[src/hw/rtl/tlpg_ram.sv]
// Generic RAM: one write port, one read port with registered read data.
module tlpg_ram #(
   parameter int WIDTH = 8,
   parameter int DEPTH = 256,
   localparam int AddrW = $clog2(DEPTH)
) (
   input  logic             clock,
   input  logic             wr_en,
   input  logic [AddrW-1:0] wr_addr,
   input  logic [WIDTH-1:0] wr_data,
   input  logic             rd_en,
   input  logic [AddrW-1:0] rd_addr,
   output logic [WIDTH-1:0] rd_data
);

   logic [WIDTH-1:0] mem_ff [DEPTH];
   logic [WIDTH-1:0] rd_data_ff;

   always_ff @(posedge clock) begin
      if (wr_en) begin
         mem_ff[wr_addr] <= wr_data;
      end
      if (rd_en) begin
         rd_data_ff <= mem_ff[rd_addr];
      end
   end

   assign rd_data = rd_data_ff;

endmodule

[config.mk]
export PLATFORM = sky130hd
export DESIGN_NAME = tlpg_ram
export DESIGN_NICKNAME = d
export VERILOG_FILES = /design/src/hw/rtl/tlpg_ram.sv
export SDC_FILE = /design/constraint.sdc
export NUM_CORES = 2
export LEC_CHECK = 0
export ABC_AREA = 1
export BUFFER_PORTS_ARGS = -buffer_cell sky130_fd_sc_hd__buf_2
export CAP_MARGIN = 20
export CORE_ASPECT_RATIO = 1.1
export CORE_MARGIN = 4
export CORE_UTILIZATION = 25
export DETAILED_ROUTE_END_ITERATION = 7
export MAX_ROUTING_LAYER = met4
export PLACE_DENSITY = 0.37
export SLEW_MARGIN = 20
export SYNTH_ARGS = -nofsm -noshare
export SYNTH_HDL_FRONTEND = slang
export SYNTH_SLANG_ARGS = --single-unit
[constraint.sdc]
create_clock -name clock -period 1.9 [get_ports clock]
set_input_delay 0.095 -clock clock [delete_from_list [all_inputs] [get_ports clock]]
set_output_delay 0.095 -clock clock [all_outputs]
set_load 0.005 [all_outputs]
# [Word-level counts from Yosys, hierarchy flattened]
# Memory sizes are Yosys's and may differ from the RTL's. A register that Yosys moved wholly into a read port is not among the register bits.
# Cells that the tools add are included.
[classes] muxes=2
[op_table] operator="1-bit 2-to-1 mux" n=2
[word_totals] ff_bits=0 mem_bits_rw=2048 input_bits=27 out_inout_bits=8 word_cells=3 memories=1
[memory_table] name="mem_ff" words=256 width=8 read_ports=1 rd_clocked_by_memory_dff=1 write_ports=1 line_no="16" text="logic [WIDTH-1:0] mem_ff [DEPTH];"

# [Logic depth before layout (Yosys ltp)]
[depth] ltp_word=2 mapped_depth=15

# [Worst setup path before layout]
# Ideal clock, no wire load.
[synth_path] kind="input port to flip-flop" start="in wr_en" end="mem mem_ff[162][0] (enable)" setup_time_ps=370 arrival_time_ps=1216 t_required_ps=1530 slack_ps=314 stages=4 cell_sequence="clkbuf_1 > nand3_1 > clkbuf_1 > nor2_1"
[synth_between] elab_chain_len=2
[synth_rtl] item="from (decl)" line_no="8" text="input logic wr_en,"
[synth_rtl] item="1-bit 2-to-1 mux" line_no="20" text="if (wr_en) begin"
[synth_rtl] item="1-bit 2-to-1 mux (not written as such)" line_no="21" text="mem_ff[wr_addr] <= wr_data;"
[synth_rtl] item="to (decl)" line_no="16"
# Every way passes these cells.

# [Final worst setup path]
[layout_path] start="reg rd_data_ff[1], in the netlist rd_data[1], read port of mem_ff" end="out rd_data[1]"
[layout_lines] item="from (decl)" line_no="17" text="logic [WIDTH-1:0] rd_data_ff;"
[layout_lines] item="to (decl)" line_no="13" text="output logic [WIDTH-1:0] rd_data"
# No word-level cell between the ends.

==> metrics.txt <==
status=complete, but fails checks; violated checks=setup timing; count leader, synth=nand2_1; TritonCTS clock tree=built; syn avg cell area=11.9 um^2; CP Capture Type=output port; WP buf/inv=1; worst path required time=1.80 ns; fin nets=7568; Post-DP HPWL=185 mm; final-report hold violation count=0; fmax=518 MHz; Combinational Power Share=0.073; placed inst area=94300 um^2; CP Launch Type=flop; post-placement cell count=11700; Leak=0.0360 uW; Tightest Pin Transition=0.673 ns; CP cell instances=buf_2; # DRC=0; Fillers=33500; Final Slew Violations=0; DR WL/cell=24.1 um; global route overflow=0; DR pass1 iterations=6; Worst Hold Class=in2reg; post-synthesis sequential area ratio=0.740; Final Worst Setup Slack=-0.0301 ns; post-route ant nets=0; Clk pwr share=0.428; core footprint=332000 um^2; FF+latch count, synth=2056; Inserted Clock Buffers=225; H-tree depth=4; Syn. warnings=0; CTS clk-pin slew, worst paths=0.06 ns; Area contributors post-synth=edfxtp_1, nand3_1, nand2_1; Netlist cell types=13; setup tns final=-0.0301 ns; non-filler instance count after layout=12100; critical path depth in cells=1; Switching Fraction=0.234; largest net degree at the start of global routing=79; async set-reset flop share out of synthesis=0; I/O pin cnt=35; fraction of layout cells with a size suffix above 1=0.159; switching power total=23500 uW; hold path depth=6; PwrDens=981 nW/um^2; syn nets=7030; max-cap violations=0; Root Buffer=clkbuf_16; RSZ-0062 raised after global routing=true; slowest CP cell=edfxtp_1; part of the power in registers=0.500; crit-path max FO=4; Vias=56000; Largest delay share family, worst path=flip-flops; placer congestion estimate=0.828; synthesized instance count=7003; area of the die=343000 um^2; Layout Skew=0.0593 ns; P_int=76800 uW; crit-path max cell delay=0.68 ns; final setup fails=1; P&R area growth vs syn=22.5%; initial antenna violation count=35; Design Area, Final=102000 um^2; top cells by count, synth=nand2_1, edfxtp_1, nand3_1, nor2_1, buf_2; Port Buf Inserts=34; post-layout util=0.307; Die Wd=559 um; post-synth top area cell=edfxtp_1; Clock Sinks=2056; Via density=4.64; Synth top area share=0.740; Post-synth EDFFs=2056; Slew headroom=0.551; vias in the first global route=55800; die height=614 um; clock tree buffer depth=4; FP Rows=222; critical path arrival=1.84 ns; final worst path period need=1.93 ns; first-pass GRT wire length=417 mm; VDD IR max=0.645 mV; initial core utilization=0.251; post-CTS setup buffers=0; Final period util=1.02; Hold WS=0.0405 ns; number of DRC markers in iteration 0=4684; worst-skew pair later-pin latency=0.92 ns; ys flop type=edfxtp_1; R2R depth=11; Overall Global Routing Usage=0.171; Post-Route WL=292 mm; Post-Syn Area=83500 um^2; Setup Crit Path Kind=reg2out
routing by layer:
layer / part of all wire / track usage / vias to the layer above
met5: 0 / - / -
met1: 0.45 / 0.225 / 28400
met3: 0.041 / 0.0190 / 379
met2: 0.49 / 0.282 / 1328
li1: - / - / 26000
met4: 0.025 / 0.0419 / 0
cells by family after synthesis:
| family | Yosys count | synth area share |
|---|---|---|
| and+or+nand+nor | 4425 | 0.229 |
| buffers and inverters | 522 | 0.0312 |
| DFF | 2056 | 0.740 |
flip-flops by register name (all words and copies together) (netlist names):
register,flops
rd_data,8
mem_ff,2048
power by group through the flow:
stage	sequential [uW]	combinational (uW)	clock (uW)
6_report	50100	7280	42900
5_1_grt	50100	7890	46000
3_3_place_gp	51000	7220	0
3_5_place_dp	51000	7210	0
2_1_floorplan	51000	3090	0
4_1_cts	50100	7380	44100
layout make-up:
cell class / count / area, um^2 / share of cell area
Multi-Input combinational cell: 4425 / 20000 / 0.195
Timing Repair Buffer: 794 / 7860 / 0.0769
Tap cell: 4368 / 5470 / 0.0535
Sequential cell: 2056 / 61700 / 0.604
Inverter: 39 / 183 / 0.00179
Clock inverter: 124 / 1130 / 0.0110
Clock buffer: 274 / 5880 / 0.0575
Antenna cell: 8 / 20.0 / 0.000196
what timing repair did:
action	4_1_cts	5_1_grt
gates cloned	0	0
resized for setup	90	59
pin swaps	9	14
endpoints found under the setup margin	12	11
hold buffers	16	0
endpoints found under the hold margin	2074	0
cells in the final DEF, fill, tap and decap left out, types with 22 or more instances in the layout:
master | netlist | final
nand2_1 | 2123 | 2102
clkinv_1 | 0 | 50
nor2_1 | 283 | 283
clkinv_2 | 0 | 40
clkbuf_1 | 112 | 46
edfxtp_1 | 2056 | 2056
nand3_2 | 0 | 95
inv_1 | 36 | 34
nand3_1 | 2019 | 1902
nand3_4 | 0 | 22
buf_12 | 0 | 146
clkbuf_16 | 0 | 228
buf_4 | 46 | 600
per-stage QoR:
stage                     setup WS (ns)  power (uW)
after CTS                        -0.124      102000
after floorplan                   0.314       54100
after global placement            -1.04       58300
after global routing            -0.0589      104000
final                           -0.0301      100000
after detailed placement          -1.04       58300
worst paths after layout:
kind	slack (ns)	end	start
max	-0.03	rd_data[1]	rd_data[1]
min	0.04	rd_data[6]	rd_addr[6]
max reg2reg	0.01	rd_data[1]	mem_ff[41][1]
min reg2reg	1.08	rd_data[2]	mem_ff[112][2]
Note: power is estimated with default switching activity, not from simulation.
